### src/design/scpc_pkg.sv
// Shared types, constants and helpers of the SEPIC charge PI controller.
package scpc_pkg;

	localparam int SAMPLE_FULL_SCALE = 32768;
	localparam int POT_MAX = 1023;

	localparam int ALU_W = 64;
	localparam int CNT_W = $clog2(ALU_W);

	localparam longint SAMPLE_LIMIT = longint'(38000) * 143 * 32750 *
		longint'(SAMPLE_FULL_SCALE) / (longint'(6144) * 1143 * 32768);
	localparam longint MV_MUL = longint'(6144) * 1143;
	localparam longint MV_DIV = longint'(143) * SAMPLE_FULL_SCALE;
	localparam longint CUR_MUL = 6144;
	localparam longint CUR_DIV = longint'(5) * SAMPLE_FULL_SCALE;
	localparam int SET_MIN_MV = 10000;
	localparam int SET_SPAN_MV = 4000;
	localparam int DIODE_MV = 300;
	localparam int TAPER_CURRENT = 250;
	localparam int MODE_LOW = 50;
	localparam int MODE_HIGH = 950;
	localparam int US_PER_S = 1000000;
	localparam int INT_SHIFT = 10;
	localparam int US_DIV = US_PER_S / 64;
	localparam int P_DIV = 1000;
	localparam longint I_DIV = longint'(1000) * 65536;
	localparam int FULL_COUNT = 255;
	localparam int EFF_ONE = 256;
	localparam int DUTY_FRAC = 8;
	localparam int ADJ_P_SHIFT = 8;
	localparam int ADJ_I_SHIFT = 24;

	localparam logic [1:0] MODE_OFF = 2'd0;
	localparam logic [1:0] MODE_LIGHT = 2'd1;
	localparam logic [1:0] MODE_BATT = 2'd2;

	localparam logic [1:0] PH_CC = 2'd0;
	localparam logic [1:0] PH_CV = 2'd1;
	localparam logic [1:0] PH_DONE = 2'd2;

	localparam int CFG_IDX_W = 4;
	localparam logic [CFG_IDX_W-1:0] REG_KP_CONV = 4'd0;
	localparam logic [CFG_IDX_W-1:0] REG_KI_CONV = 4'd1;
	localparam logic [CFG_IDX_W-1:0] REG_KP_CHG = 4'd2;
	localparam logic [CFG_IDX_W-1:0] REG_KI_CHG = 4'd3;
	localparam logic [CFG_IDX_W-1:0] REG_CUR_TGT = 4'd4;
	localparam logic [CFG_IDX_W-1:0] REG_BAT_MAX = 4'd5;
	localparam logic [CFG_IDX_W-1:0] REG_MAX_DUTY = 4'd6;
	localparam logic [CFG_IDX_W-1:0] REG_EFF = 4'd7;

	typedef struct packed {
		logic signed [15:0] out_sample;
		logic signed [15:0] battery_sample;
		logic signed [15:0] current_sample;
		logic signed [15:0] supply_sample;
		logic [9:0] setpoint_pot;
		logic [9:0] mode_pot;
		logic [31:0] now_us;
	} tick_t;

	typedef struct packed {
		logic [7:0] duty;
		logic [1:0] mode;
		logic light_enable;
		logic battery_enable;
		logic [1:0] charge_phase;
		logic [15:0] out_mv;
		logic [15:0] battery_mv;
		logic [15:0] battery_current;
	} res_t;

	typedef struct packed {
		logic start;
		logic is_div;
		logic signed [ALU_W-1:0] a;
		logic signed [ALU_W-1:0] b;
	} alu_req_t;

	typedef struct packed {
		logic done;
		logic signed [ALU_W-1:0] prod;
	} mul_rsp_t;

	typedef struct packed {
		logic done;
		logic signed [ALU_W-1:0] quo;
		logic signed [ALU_W-1:0] rem;
	} div_rsp_t;

	typedef enum logic [4:0] {
		ST_IDLE,
		ST_CONV_M,
		ST_CONV_D,
		ST_BRANCH,
		ST_C_PREP,
		ST_INT_M,
		ST_INT_D1,
		ST_INT_D2,
		ST_C_PM,
		ST_C_IM,
		ST_CV,
		ST_D_PREP,
		ST_FF_M,
		ST_FF_D,
		ST_P_M,
		ST_P_D,
		ST_I_M,
		ST_I_D,
		ST_SUM,
		ST_OUT
	} state_t;

	function automatic logic [ALU_W-1:0] mag64(input logic signed [ALU_W-1:0] v);
		return v[ALU_W-1] ? $unsigned(-v) : $unsigned(v);
	endfunction

endpackage

### src/design/scpc_mul.sv
// Bit-serial sign-magnitude multiplier, one multiplier bit per cycle.
module scpc_mul import scpc_pkg::*; (
	input logic clk,
	input logic arst_n,
	input alu_req_t req,
	output mul_rsp_t rsp
);

	logic busy_q, done_q, neg_q;
	logic [ALU_W-1:0] ma_q, mb_q, acc_q;
	logic signed [ALU_W-1:0] prod_q;
	logic [ALU_W-1:0] acc_n, mb_n;

	always_comb begin
		acc_n = mb_q[0] ? acc_q + ma_q : acc_q;
		mb_n = mb_q >> 1;
	end

	always_ff @(posedge clk or negedge arst_n) begin
		if (!arst_n) begin
			busy_q <= 1'b0;
			done_q <= 1'b0;
		end else begin
			done_q <= 1'b0;
			if (req.start && !req.is_div) begin
				busy_q <= 1'b1;
			end else if (busy_q && mb_n == '0) begin
				busy_q <= 1'b0;
				done_q <= 1'b1;
			end
		end
	end

	// finish as soon as the multiplier bits run out
	always_ff @(posedge clk) begin
		if (req.start && !req.is_div) begin
			ma_q <= mag64(req.a);
			mb_q <= mag64(req.b);
			acc_q <= '0;
			neg_q <= req.a[ALU_W-1] ^ req.b[ALU_W-1];
		end else if (busy_q) begin
			acc_q <= acc_n;
			ma_q <= ma_q << 1;
			mb_q <= mb_n;
			if (mb_n == '0) begin
				prod_q <= neg_q ? -$signed(acc_n) : $signed(acc_n);
			end
		end
	end

	assign rsp.done = done_q;
	assign rsp.prod = prod_q;

endmodule

### src/design/scpc_div.sv
// Restoring serial divider, one quotient bit per cycle, truncating toward zero.
module scpc_div import scpc_pkg::*; (
	input logic clk,
	input logic arst_n,
	input alu_req_t req,
	output div_rsp_t rsp
);

	logic busy_q, done_q, nneg_q, qneg_q;
	logic [CNT_W-1:0] cnt_q;
	logic [ALU_W-1:0] d_q, rem_q, quo_q;
	logic signed [ALU_W-1:0] q_q, r_q;
	logic [ALU_W:0] rem_sh;
	logic ge;
	logic [ALU_W-1:0] rem_n, quo_n;
	logic last;

	always_comb begin
		rem_sh = {rem_q, quo_q[ALU_W-1]};
		ge = rem_sh >= {1'b0, d_q};
		rem_n = ge ? ALU_W'(rem_sh - {1'b0, d_q}) : rem_sh[ALU_W-1:0];
		quo_n = {quo_q[ALU_W-2:0], ge};
		last = cnt_q == CNT_W'(ALU_W - 1);
	end

	always_ff @(posedge clk or negedge arst_n) begin
		if (!arst_n) begin
			busy_q <= 1'b0;
			done_q <= 1'b0;
			cnt_q <= '0;
		end else begin
			done_q <= 1'b0;
			if (req.start && req.is_div) begin
				busy_q <= 1'b1;
				cnt_q <= '0;
			end else if (busy_q) begin
				cnt_q <= cnt_q + 1'b1;
				if (last) begin
					busy_q <= 1'b0;
					done_q <= 1'b1;
				end
			end
		end
	end

	// remainder takes the sign of the dividend
	always_ff @(posedge clk) begin
		if (req.start && req.is_div) begin
			d_q <= mag64(req.b);
			quo_q <= mag64(req.a);
			rem_q <= '0;
			nneg_q <= req.a[ALU_W-1];
			qneg_q <= req.a[ALU_W-1] ^ req.b[ALU_W-1];
		end else if (busy_q) begin
			rem_q <= rem_n;
			quo_q <= quo_n;
			if (last) begin
				q_q <= qneg_q ? -$signed(quo_n) : $signed(quo_n);
				r_q <= nneg_q ? -$signed(rem_n) : $signed(rem_n);
			end
		end
	end

	assign rsp.done = done_q;
	assign rsp.quo = q_q;
	assign rsp.rem = r_q;

endmodule

### src/design/sepic_charge_pi_controller_top.sv
// Top level of the SEPIC charge PI controller: sequencer, state and channels.
//
// Usage:
//  - tick channel (tick_valid / tick_stall / tick): one word per control tick
//    with four raw converter samples, two pot readings and a timestamp.
//  - res channel (res_valid / res_stall / res): one result word per tick with
//    duty, mode, enables, charge phase and the scaled measurements.
//  - cfg channel (cfg_valid / cfg_ready / cfg_index / cfg_data): register
//    writes, always ready; an index past the last register is dropped.
// Timing: one tick at a time. All arithmetic runs on a shared bit-serial
// multiplier and a 64-step serial divider, so a tick lasts longest in the
// constant-current phase, less in light mode and least in off mode; the
// divider (5 to 12 divisions per tick) dominates the length of a tick.
// tick_stall is high from acceptance until the result word is loaded into
// the output register, so the next tick is taken while a result still waits.
// Reset: registers return to their defaults, held samples, integrators,
// timestamps and target clear, mode is off, charge phase constant current.
// Receiver stall: the result word holds in the output register; once the
// next tick is done its result waits in the output step until the slot frees.
module sepic_charge_pi_controller_top import scpc_pkg::*; (
	input logic clk,
	input logic arst_n,
	input logic tick_valid,
	output logic tick_stall,
	input tick_t tick,
	output logic res_valid,
	input logic res_stall,
	output res_t res,
	input logic cfg_valid,
	output logic cfg_ready,
	input logic [CFG_IDX_W-1:0] cfg_index,
	input logic [15:0] cfg_data
);

	localparam logic [2:0] CONV_OUT = 3'd0;
	localparam logic [2:0] CONV_BAT = 3'd1;
	localparam logic [2:0] CONV_CUR = 3'd2;
	localparam logic [2:0] CONV_SUP = 3'd3;
	localparam logic [2:0] CONV_SET = 3'd4;
	localparam logic [1:0] K_LIGHT = 2'd0;
	localparam logic [1:0] K_BATT = 2'd1;
	localparam logic [1:0] K_CHG = 2'd2;
	localparam logic signed [16:0] LIMIT = 17'(SAMPLE_LIMIT);

	function automatic logic signed [31:0] sat32(input logic signed [63:0] v);
		if (v > 64'sd2147483647) return 32'sh7fffffff;
		else if (v < -64'sd2147483648) return 32'sh80000000;
		else return v[31:0];
	endfunction

	function automatic logic signed [63:0] shr_trunc(input logic signed [63:0] v,
		input int unsigned sh);
		logic signed [63:0] bias;
		bias = v[63] ? ((64'sd1 <<< sh) - 64'sd1) : 64'sd0;
		return (v + bias) >>> sh;
	endfunction

	function automatic logic [15:0] clamp16(input logic signed [31:0] v);
		if (v < 0) return 16'd0;
		else if (v > 32'sd65535) return 16'hFFFF;
		else return v[15:0];
	endfunction

	state_t state_q, state_n;
	logic issued_q;
	logic [2:0] conv_idx_q;

	// configuration registers
	logic [15:0] kp_conv_q, ki_conv_q, kp_chg_q, ki_chg_q, bmax_q;
	logic [13:0] cct_q;
	logic [7:0] max_duty_q;
	logic [8:0] eff_cfg_q;

	// controller state
	logic signed [15:0] held_q [4];
	logic signed [31:0] integ_q [3];
	logic [31:0] last_q [3];
	logic [1:0] mode_q, phase_q;
	logic signed [31:0] bt_q;

	// per-tick working registers
	logic [9:0] pot_set_q;
	logic [31:0] now_q;
	logic signed [31:0] vout_q, vbat_q, cur_q, vin_q, set_q;
	logic signed [31:0] err_q, num_q;
	logic signed [33:0] den_q;
	logic [1:0] k_q;
	logic [8:0] eff_q;
	logic signed [63:0] sum_q, mres_q, iq_q, adj_q;
	logic [7:0] duty_q;
	logic len_q, ben_q;

	logic res_valid_q;
	res_t res_q;

	alu_req_t alu_req;
	mul_rsp_t mul_rsp;
	div_rsp_t div_rsp;
	logic alu_done, is_op, tick_accept, res_load;

	logic signed [15:0] samp [4];
	logic signed [63:0] conv_a, conv_mul, conv_div;
	logic [31:0] dt;
	logic [16:0] ff_gain;
	logic signed [31:0] target, err_n, num_n;
	logic signed [63:0] tgt64, sum_sh;
	logic [7:0] duty_n;

	scpc_mul u_mul (.clk(clk), .arst_n(arst_n), .req(alu_req), .rsp(mul_rsp));
	scpc_div u_div (.clk(clk), .arst_n(arst_n), .req(alu_req), .rsp(div_rsp));

	assign alu_done = mul_rsp.done | div_rsp.done;
	assign tick_stall = state_q != ST_IDLE;
	assign tick_accept = tick_valid && !tick_stall;
	assign res_load = (state_q == ST_OUT) && (!res_valid_q || !res_stall);
	assign cfg_ready = 1'b1;
	assign res_valid = res_valid_q;
	assign res = res_q;

	assign is_op = state_q == ST_CONV_M || state_q == ST_CONV_D ||
		state_q == ST_INT_M || state_q == ST_INT_D1 || state_q == ST_INT_D2 ||
		state_q == ST_C_PM || state_q == ST_C_IM || state_q == ST_FF_M ||
		state_q == ST_FF_D || state_q == ST_P_M || state_q == ST_P_D ||
		state_q == ST_I_M || state_q == ST_I_D;

	always_comb begin
		samp[0] = tick.out_sample;
		samp[1] = tick.battery_sample;
		samp[2] = tick.current_sample;
		samp[3] = tick.supply_sample;
	end

	// operands of the scaling steps
	always_comb begin
		conv_a = 64'(pot_set_q);
		conv_mul = 64'(SET_SPAN_MV);
		conv_div = 64'(POT_MAX);
		case (conv_idx_q)
			CONV_OUT: begin
				conv_a = 64'(held_q[0]);
				conv_mul = MV_MUL;
				conv_div = MV_DIV;
			end
			CONV_BAT: begin
				conv_a = 64'(held_q[1]);
				conv_mul = MV_MUL;
				conv_div = MV_DIV;
			end
			CONV_CUR: begin
				conv_a = 64'(held_q[2]);
				conv_mul = CUR_MUL;
				conv_div = CUR_DIV;
			end
			CONV_SUP: begin
				conv_a = 64'(held_q[3]);
				conv_mul = MV_MUL;
				conv_div = MV_DIV;
			end
			default: ;
		endcase
	end

	always_comb begin
		dt = now_q - last_q[k_q];
		ff_gain = 17'(eff_q * 17'(FULL_COUNT));
		target = (mode_q == MODE_LIGHT) ? set_q : bt_q;
		tgt64 = 64'(target);
		err_n = sat32(tgt64 - 64'(vout_q));
		num_n = sat32(tgt64 + 64'(DIODE_MV));
		sum_sh = sum_q >>> DUTY_FRAC;
		if (sum_q < 0) duty_n = 8'd0;
		else if (sum_sh > 64'(max_duty_q)) duty_n = max_duty_q;
		else duty_n = sum_sh[7:0];
	end

	// next state
	always_comb begin
		state_n = state_q;
		unique case (state_q)
			ST_IDLE: if (tick_accept) state_n = ST_CONV_M;
			ST_CONV_M: if (alu_done) state_n = ST_CONV_D;
			ST_CONV_D: begin
				if (alu_done) state_n = (conv_idx_q == CONV_SET) ? ST_BRANCH : ST_CONV_M;
			end
			ST_BRANCH: begin
				case (mode_q)
					MODE_LIGHT: state_n = ST_D_PREP;
					MODE_BATT: begin
						if (phase_q == PH_CC) state_n = ST_C_PREP;
						else if (phase_q == PH_CV) state_n = ST_CV;
						else state_n = ST_D_PREP;
					end
					default: state_n = ST_OUT;
				endcase
			end
			ST_C_PREP: state_n = ST_INT_M;
			ST_INT_M: if (alu_done) state_n = ST_INT_D1;
			ST_INT_D1: if (alu_done) state_n = ST_INT_D2;
			ST_INT_D2: begin
				if (alu_done) begin
					if (k_q == K_CHG) state_n = ST_C_PM;
					else if (den_q > 0) state_n = ST_FF_M;
					else state_n = ST_P_M;
				end
			end
			ST_C_PM: if (alu_done) state_n = ST_C_IM;
			ST_C_IM: if (alu_done) state_n = ST_CV;
			ST_CV: state_n = ST_D_PREP;
			ST_D_PREP: state_n = ST_INT_M;
			ST_FF_M: if (alu_done) state_n = ST_FF_D;
			ST_FF_D: if (alu_done) state_n = ST_P_M;
			ST_P_M: if (alu_done) state_n = ST_P_D;
			ST_P_D: if (alu_done) state_n = ST_I_M;
			ST_I_M: if (alu_done) state_n = ST_I_D;
			ST_I_D: if (alu_done) state_n = ST_SUM;
			ST_SUM: state_n = ST_OUT;
			ST_OUT: if (res_load) state_n = ST_IDLE;
			default: state_n = ST_IDLE;
		endcase
	end

	// arithmetic request of each step
	always_comb begin
		alu_req.start = is_op && !issued_q;
		alu_req.is_div = 1'b0;
		alu_req.a = '0;
		alu_req.b = '0;
		unique case (state_q)
			ST_CONV_M: begin
				alu_req.a = conv_a;
				alu_req.b = conv_mul;
			end
			ST_CONV_D: begin
				alu_req.is_div = 1'b1;
				alu_req.a = mres_q;
				alu_req.b = conv_div;
			end
			ST_INT_M: begin
				alu_req.a = 64'(dt);
				alu_req.b = 64'(err_q);
			end
			ST_INT_D1, ST_INT_D2: begin
				alu_req.is_div = 1'b1;
				alu_req.a = mres_q;
				alu_req.b = 64'(US_DIV);
			end
			ST_C_PM: begin
				alu_req.a = 64'(err_q);
				alu_req.b = 64'(kp_chg_q);
			end
			ST_C_IM: begin
				alu_req.a = 64'(integ_q[k_q]);
				alu_req.b = 64'(ki_chg_q);
			end
			ST_FF_M: begin
				alu_req.a = 64'(num_q);
				alu_req.b = 64'(ff_gain);
			end
			ST_FF_D: begin
				alu_req.is_div = 1'b1;
				alu_req.a = mres_q;
				alu_req.b = 64'(den_q);
			end
			ST_P_M: begin
				alu_req.a = 64'(err_q);
				alu_req.b = 64'(kp_conv_q);
			end
			ST_P_D: begin
				alu_req.is_div = 1'b1;
				alu_req.a = mres_q;
				alu_req.b = 64'(P_DIV);
			end
			ST_I_M: begin
				alu_req.a = 64'(integ_q[k_q]);
				alu_req.b = 64'(ki_conv_q);
			end
			ST_I_D: begin
				alu_req.is_div = 1'b1;
				alu_req.a = mres_q;
				alu_req.b = I_DIV;
			end
			default: ;
		endcase
	end

	// control state, configuration and controller state
	always_ff @(posedge clk or negedge arst_n) begin
		if (!arst_n) begin
			state_q <= ST_IDLE;
			issued_q <= 1'b0;
			kp_conv_q <= 16'd256;
			ki_conv_q <= 16'd563;
			kp_chg_q <= 16'd128;
			ki_chg_q <= 16'd282;
			cct_q <= 14'd2500;
			bmax_q <= 16'd14700;
			max_duty_q <= 8'd200;
			eff_cfg_q <= 9'd192;
			for (int i = 0; i < 4; i++) held_q[i] <= '0;
			for (int i = 0; i < 3; i++) begin
				integ_q[i] <= '0;
				last_q[i] <= '0;
			end
			mode_q <= MODE_OFF;
			phase_q <= PH_CC;
			bt_q <= '0;
			res_valid_q <= 1'b0;
		end else begin
			state_q <= state_n;
			if (alu_done) issued_q <= 1'b0;
			else if (alu_req.start) issued_q <= 1'b1;

			if (cfg_valid) begin
				unique case (cfg_index)
					REG_KP_CONV: kp_conv_q <= cfg_data;
					REG_KI_CONV: ki_conv_q <= cfg_data;
					REG_KP_CHG: kp_chg_q <= cfg_data;
					REG_KI_CHG: ki_chg_q <= cfg_data;
					REG_CUR_TGT: cct_q <= cfg_data[13:0];
					REG_BAT_MAX: bmax_q <= cfg_data;
					REG_MAX_DUTY: max_duty_q <= cfg_data[7:0];
					REG_EFF: eff_cfg_q <= cfg_data[8:0];
					default: ;
				endcase
			end

			// drop samples at or above the limit, keep the held value
			if (tick_accept) begin
				for (int i = 0; i < 4; i++) begin
					if ($signed({samp[i][15], samp[i]}) < LIMIT) held_q[i] <= samp[i];
				end
				if (tick.mode_pot < MODE_LOW) mode_q <= MODE_BATT;
				else if (tick.mode_pot > MODE_LOW && tick.mode_pot < MODE_HIGH)
					mode_q <= MODE_OFF;
				else if (tick.mode_pot > MODE_HIGH) mode_q <= MODE_LIGHT;
			end

			if (state_q == ST_BRANCH && mode_q == MODE_OFF) begin
				for (int i = 0; i < 3; i++) integ_q[i] <= '0;
				bt_q <= '0;
				phase_q <= PH_CC;
			end

			if (state_q == ST_INT_D2 && alu_done) begin
				integ_q[k_q] <= sat32(64'(integ_q[k_q]) + (iq_q <<< INT_SHIFT) +
					div_rsp.quo);
				last_q[k_q] <= now_q;
			end

			if (state_q == ST_C_IM && alu_done) begin
				bt_q <= sat32(64'(vbat_q) + adj_q + shr_trunc(mul_rsp.prod, ADJ_I_SHIFT));
				if (vbat_q > $signed({16'd0, bmax_q})) phase_q <= PH_CV;
			end

			// constant voltage applies in the same tick it is entered
			if (state_q == ST_CV && phase_q == PH_CV) begin
				bt_q <= $signed({16'd0, bmax_q});
				if (cur_q < TAPER_CURRENT) phase_q <= PH_DONE;
			end

			if (res_load) begin
				res_valid_q <= 1'b1;
				for (int i = 0; i < 3; i++) begin
					if (held_q[i] < 0) held_q[i] <= '0;
				end
			end else if (res_valid_q && !res_stall) begin
				res_valid_q <= 1'b0;
			end
		end
	end

	// working registers of the current tick
	always_ff @(posedge clk) begin
		if (tick_accept) begin
			pot_set_q <= tick.setpoint_pot;
			now_q <= tick.now_us;
			conv_idx_q <= CONV_OUT;
		end
		case (state_q)
			ST_CONV_M, ST_INT_M, ST_FF_M, ST_P_M, ST_I_M: begin
				if (alu_done) mres_q <= mul_rsp.prod;
			end
			ST_CONV_D: begin
				if (alu_done) begin
					case (conv_idx_q)
						CONV_OUT: vout_q <= 32'(div_rsp.quo);
						CONV_BAT: vbat_q <= 32'(div_rsp.quo);
						CONV_CUR: cur_q <= 32'(div_rsp.quo);
						CONV_SUP: vin_q <= 32'(div_rsp.quo);
						default: set_q <= 32'(div_rsp.quo) + 32'(SET_MIN_MV);
					endcase
					conv_idx_q <= conv_idx_q + 3'd1;
				end
			end
			ST_BRANCH: begin
				duty_q <= 8'd0;
				len_q <= mode_q == MODE_LIGHT;
				ben_q <= mode_q == MODE_BATT && phase_q != PH_DONE;
			end
			ST_C_PREP: begin
				err_q <= sat32($signed({50'd0, cct_q}) - 64'(cur_q));
				k_q <= K_CHG;
			end
			ST_INT_D1: begin
				if (alu_done) begin
					iq_q <= div_rsp.quo;
					mres_q <= div_rsp.rem <<< INT_SHIFT;
				end
			end
			ST_C_PM: begin
				if (alu_done) adj_q <= shr_trunc(mul_rsp.prod, ADJ_P_SHIFT);
			end
			ST_CV: begin
				if (phase_q == PH_CV && cur_q < TAPER_CURRENT) ben_q <= 1'b0;
			end
			ST_D_PREP: begin
				err_q <= err_n;
				num_q <= num_n;
				den_q <= 34'(vin_q) + 34'(num_n);
				k_q <= (mode_q == MODE_LIGHT) ? K_LIGHT : K_BATT;
				eff_q <= (mode_q == MODE_LIGHT) ? eff_cfg_q : 9'(EFF_ONE);
				sum_q <= '0;
			end
			ST_FF_D, ST_P_D, ST_I_D: begin
				if (alu_done) sum_q <= sum_q + div_rsp.quo;
			end
			ST_SUM: duty_q <= duty_n;
			default: ;
		endcase
		if (res_load) begin
			res_q.duty <= duty_q;
			res_q.mode <= mode_q;
			res_q.light_enable <= len_q;
			res_q.battery_enable <= ben_q;
			res_q.charge_phase <= phase_q;
			res_q.out_mv <= clamp16(vout_q);
			res_q.battery_mv <= clamp16(vbat_q);
			res_q.battery_current <= clamp16(cur_q);
		end
	end

	a_res_from_out: assert property (@(posedge clk) disable iff (!arst_n)
		$rose(res_valid_q) |-> $past(state_q == ST_OUT))
		else $error("result word loaded outside the output step");

	a_off_quiet: assert property (@(posedge clk) disable iff (!arst_n)
		(res_valid_q && res_q.mode == MODE_OFF) |->
		(res_q.duty == 8'd0 && !res_q.light_enable && !res_q.battery_enable))
		else $error("off mode result drives the converter");

	a_bat_enable: assert property (@(posedge clk) disable iff (!arst_n)
		(res_valid_q && res_q.battery_enable) |->
		(res_q.mode == MODE_BATT && res_q.charge_phase != PH_DONE))
		else $error("battery switch on outside an active charge");

	a_done_issued: assert property (@(posedge clk) disable iff (!arst_n)
		alu_done |-> issued_q)
		else $error("arithmetic result without a pending request");

endmodule

### config.mk
export PLATFORM = sky130hd
export DESIGN_NAME = sepic_charge_pi_controller_top
export DESIGN_NICKNAME = d
export VERILOG_FILES = /design/src/design/scpc_pkg.sv /design/src/design/scpc_mul.sv /design/src/design/scpc_div.sv /design/src/design/sepic_charge_pi_controller_top.sv
export SDC_FILE = /design/constraint.sdc
export NUM_CORES = 2
export LEC_CHECK = 0
export BUFFER_PORTS_ARGS = -buffer_cell sky130_fd_sc_hd__buf_2
export CAP_MARGIN = 20
export CORE_MARGIN = 4
export CORE_UTILIZATION = 60
export CTS_BUF_LIST = sky130_fd_sc_hd__clkbuf_8
export DETAILED_ROUTE_END_ITERATION = 8
export PLACE_DENSITY = 0.8
export SYNTH_ARGS = -nofsm -noshare
export SYNTH_HDL_FRONTEND = slang
export SYNTH_HIERARCHICAL = 1
export SYNTH_SLANG_ARGS = --single-unit
### constraint.sdc
create_clock -name clk -period 11.3 [get_ports clk]
set_input_delay 0.565 -clock clk [delete_from_list [all_inputs] [get_ports clk]]
set_output_delay 0.565 -clock clk [all_outputs]
set_load 0.02 [all_outputs]
==> results.md <==
Critical path:
- The library cell contributing the largest single delay on the critical path is sky130_fd_sc_hd__a311oi_1.
- In this run the critical register-to-register path is launched from k_q[0].
- The element type at the critical path end is a register.
- Data on the critical path is required at its endpoint by between 10 and 15 ns.
- The delay contributed by the slowest stage of the critical path is just over 0.8 ns.
- The sort of element at the start of the critical path is a register.
- The depth of the most critical reg-to-reg path is 30.
- The internal reg-to-reg setup slack is about 1.5 ns.
- The worst setup path is of the reg -> reg kind.
- The maximum net fanout on the critical path is 32.
- Data arrives at the worst endpoint at between 10 and 15 ns.
- The most critical setup path has its startpoint at k_q[0].
- Among the stages of the critical path, the cell type that occurs most often is sky130_fd_sc_hd__a21oi_1.
- The destination of the worst register-to-register timing path is u_mul/ma_q[61].

Worst hold path:
- In this run the most critical hold path is launched from cfg_index[0].
- The endpoint of the worst hold path is max_duty_q[3].
- The tightest min-delay check is of the in -> reg type.
- The worst hold path cell count is 5.

Floorplan:
- In this run the vertical extent of the chip is roughly 430 µm.
- For this design the top-level I/O count stands at just over 200.
- In this run the standard cell core region covers 0.178 mm².
- The number of standard-cell rows in the floorplan is between 150 and 200.
- The die footprint is around 0.19 mm².
- Measured along the x axis, the die boundary spans between 400 and 500 µm.
- The starting utilization of the core area is 0.603.

Timing:
- The worst path meets setup with roughly 1.5 ns of slack.
- Setup repair after global routing left no endpoint under its margin.
- The number of setup violations in the final report is 0.
- The slew at the pin closest to its max-slew limit is 1.37 ns.
- The number of max-slew violations in the final report is 0.
- The number of hold violations in the final report is 0.
- For the final database, setup skew stands at between 0.09 and 0.1 ns.
- The final cycle utilization of the critical path is 0.869.
- Derived from the worst setup path, the maximum achievable clock frequency is just over 100 MHz.
- The worst slack on hold paths is 0.0729 ns.
- The worst pin sits at a relative slew slack of 0.0791.
- After layout, the minimum clock period comes to 9.82 ns.
- The sum of negative setup slack is 0 ns.

Placed design:
- OpenSTA, run right after detailed placement, puts the worst setup slack at 1.80 ns.
- Routability-driven placement finished with a final weighted congestion of between 1 and 1.5.
- The half-perimeter wire length after detailed placement is 306 mm.
- Input and output buffers added on the ports amount to between 200 and 250.

Drt:
- The iteration count of the initial detailed-routing pass is 9.
- The wire length after detailed routing is 414 mm.
- The sum of met2 wire segment lengths after detailed routing is around 170 mm.
- After detailed routing, the number of remaining DRC violations is 19.
- The topmost layer with routed signal wires is met5.
- The count of nets left with antenna violations once routing finished came out at 0.
- The mean number of vias per cell is approximately 7.
- The routed wire length on met3 is 52.2 mm.
- After detailed routing, the average wire length per cell comes to between 20 and 30 µm.
- After detailed routing, the wire length on met1 is between 150 and 200 mm.
- The first routing iteration left 13300 violations.
- For this block, the via count after detailed routing is 97200.

Layout:
- The layout overhead on the synthesized area is 10.4%.
- In the final layout, flip-flops and latches occupy roughly 0.045 mm².
- In the final layout, the share of cells above drive strength 1 is 0.102.
- In the final layout, the multi-input gates occupy 0.0593 mm².
- Leaving out fill and tap cells, the most frequent cell in the layout is sky130_fd_sc_hd__nand2_1.
- Leaving out fill and tap cells, the most frequent cells in the layout are sky130_fd_sc_hd__nand2_1, sky130_fd_sc_hd__edfxtp_1, sky130_fd_sc_hd__nor2_1.
- The number of nets in the final layout is 12400.
- At the end of the flow the core is filled with cells to 0.666.
- Counting the fill cells in the layout gives 14200.

Job:
- Max-cap violations in this run came to 0.

Power:
- The analysis attributes to net switching a power of roughly 13000 µW.
- The leakage power figure is between 0.04 and 0.05 µW.
- The share of total power dissipated in combinational logic is 0.489.
- The worst IR drop on VDD is 0.208 mV.
- The share of total power dissipated in the clock network is 0.209.
- The switching share of total power is 0.454.
- The fraction of power consumed by sequential logic is 0.302.
- The total internal power is 15600 µW.
- Dividing total power by cell area gives a power density of around 240 mW/mm².
- The overall power is 28600 µW.

Outcome:
- The flow ran to the end, but the final reports show violations.
- The final reports fail on design-rule violations.

Global routing:
- Across every metal layer, demand over resource in global routing totals 0.432.
- The number of antenna violations at the first check in global routing is 29.
- The first global-routing pass estimated around 600 mm of wire.
- The overflow left after global routing is 0.
- The number of global-route vias before repair is about 90000.
- Entering global routing, the biggest net connects 121 pins.

Logic synthesis:
- The post-synth net total is 12100.
- For this run, the number of Yosys warnings is 6.
- The combined area of all synthesized cells is around 0.11 mm².
- The average instance in the mapped netlist occupies 9.52 µm².
- Counting every instance in the synthesized netlist gives ~11000.

CTS:
- The quantity of gates resized following cts is 0.
- The clock passes through at most 4 buffers.
- CTS built an H-tree with a depth of 5.
- The number of buffers added by the clock tree synthesis step is 303.
- The later pin in the worst-skew pair is clocked with a latency of around 1.1 ns.
- The CTS clock-pin slew for the worst setup and hold paths is 0.06 ns.
- The CTS sink count is between 1500 and 2000.
- TritonCTS built the clock tree.
- CTS placed an instance of sky130_fd_sc_hd__clkbuf_8 at the clock tree root.
worst max-delay path by stage:
stage | endpoint | slack, ns | cells after the start
2_1_floorplan | u_mul/prod_q[0] | 1.20 | 15
3_3_place_gp | u_div/d_q[61] | 1.80 | 30
3_5_place_dp | u_div/d_q[61] | 1.80 | 30
4_1_cts | u_div/d_q[59] | 1.72 | 30
5_1_grt | u_div/d_q[61] | 1.03 | 30
6_report | u_mul/ma_q[61] | 1.48 | 30
power by group through the flow:
stage | clock [µW] | combinational [µW] | sequential (µW)
2_1_floorplan | 0 | 9330 | 8240
3_3_place_gp | 0 | 13000 | 8650
3_5_place_dp | 0 | 13300 | 8690
4_1_cts | 5970 | 13400 | 8580
5_1_grt | 6260 | 14900 | 8700
6_report | 5980 | 14000 | 8650
stage by stage:
step	cell area [µm²]	instances
3_5_place_dp	111000	13500
5_1_grt	119000	14200
3_3_place_gp	111000	13500
6_report	119000	14200
4_1_cts	119000	14200
2_1_floorplan	108000	11300
flip-flops by register name, indices dropped and copies added (netlist names), 33 cells and up:
| signal | flops |
|---|---|
| held_q | 64 |
| u_mul/prod_q | 64 |
| last_q | 96 |
| u_div/rem_q | 64 |
| adj_q | 56 |
| u_mul/ma_q | 64 |
| mres_q | 64 |
| u_mul/acc_q | 64 |
| res | 62 |
| u_mul/mb_q | 64 |
| integ_q | 96 |
| u_div/quo_q | 64 |
| iq_q | 54 |
| u_div/q_q | 64 |
| sum_q | 64 |
| u_div/r_q | 54 |
| u_div/d_q | 64 |
| den_q | 33 |
cell type report:
class | instances | share of cell area
Timing Repair Buffer | 530 | 0.0322
Sequential cell | 1612 | 0.379
Multi-Input combinational cell | 8728 | 0.499
Inverter | 414 | 0.0131
Clock buffer | 346 | 0.0401
Tap cell | 2355 | 0.0248
Clock inverter | 189 | 0.0115
Antenna cell | 34 | 0.000716
routing by layer:
layer,track usage,vias up
met1,0.551,46600
met2,0.633,6761
li1,-,42300
met3,0.127,1581
met4,0.301,14
met5,0,-
worst max-delay path, delay by kind of cell, from the launching register on:
kind | cells | cell delay [ns]
XOR/XNOR | 1 | 0.18
flip-flops | 1 | 0.35
adder cells (fa/ha/maj) | 2 | 0.61
AND/OR/NAND/NOR | 14 | 5.28
AO/OA/AOI/OAI | 11 | 2.92
buffers and inverters | 2 | 0.18
timing repair:
action,4_1_cts,5_1_grt
buffers inserted,0,0
endpoints found under the hold margin,248,1
hold buffers,135,1
Note: power is estimated with default switching activity, not from simulation.
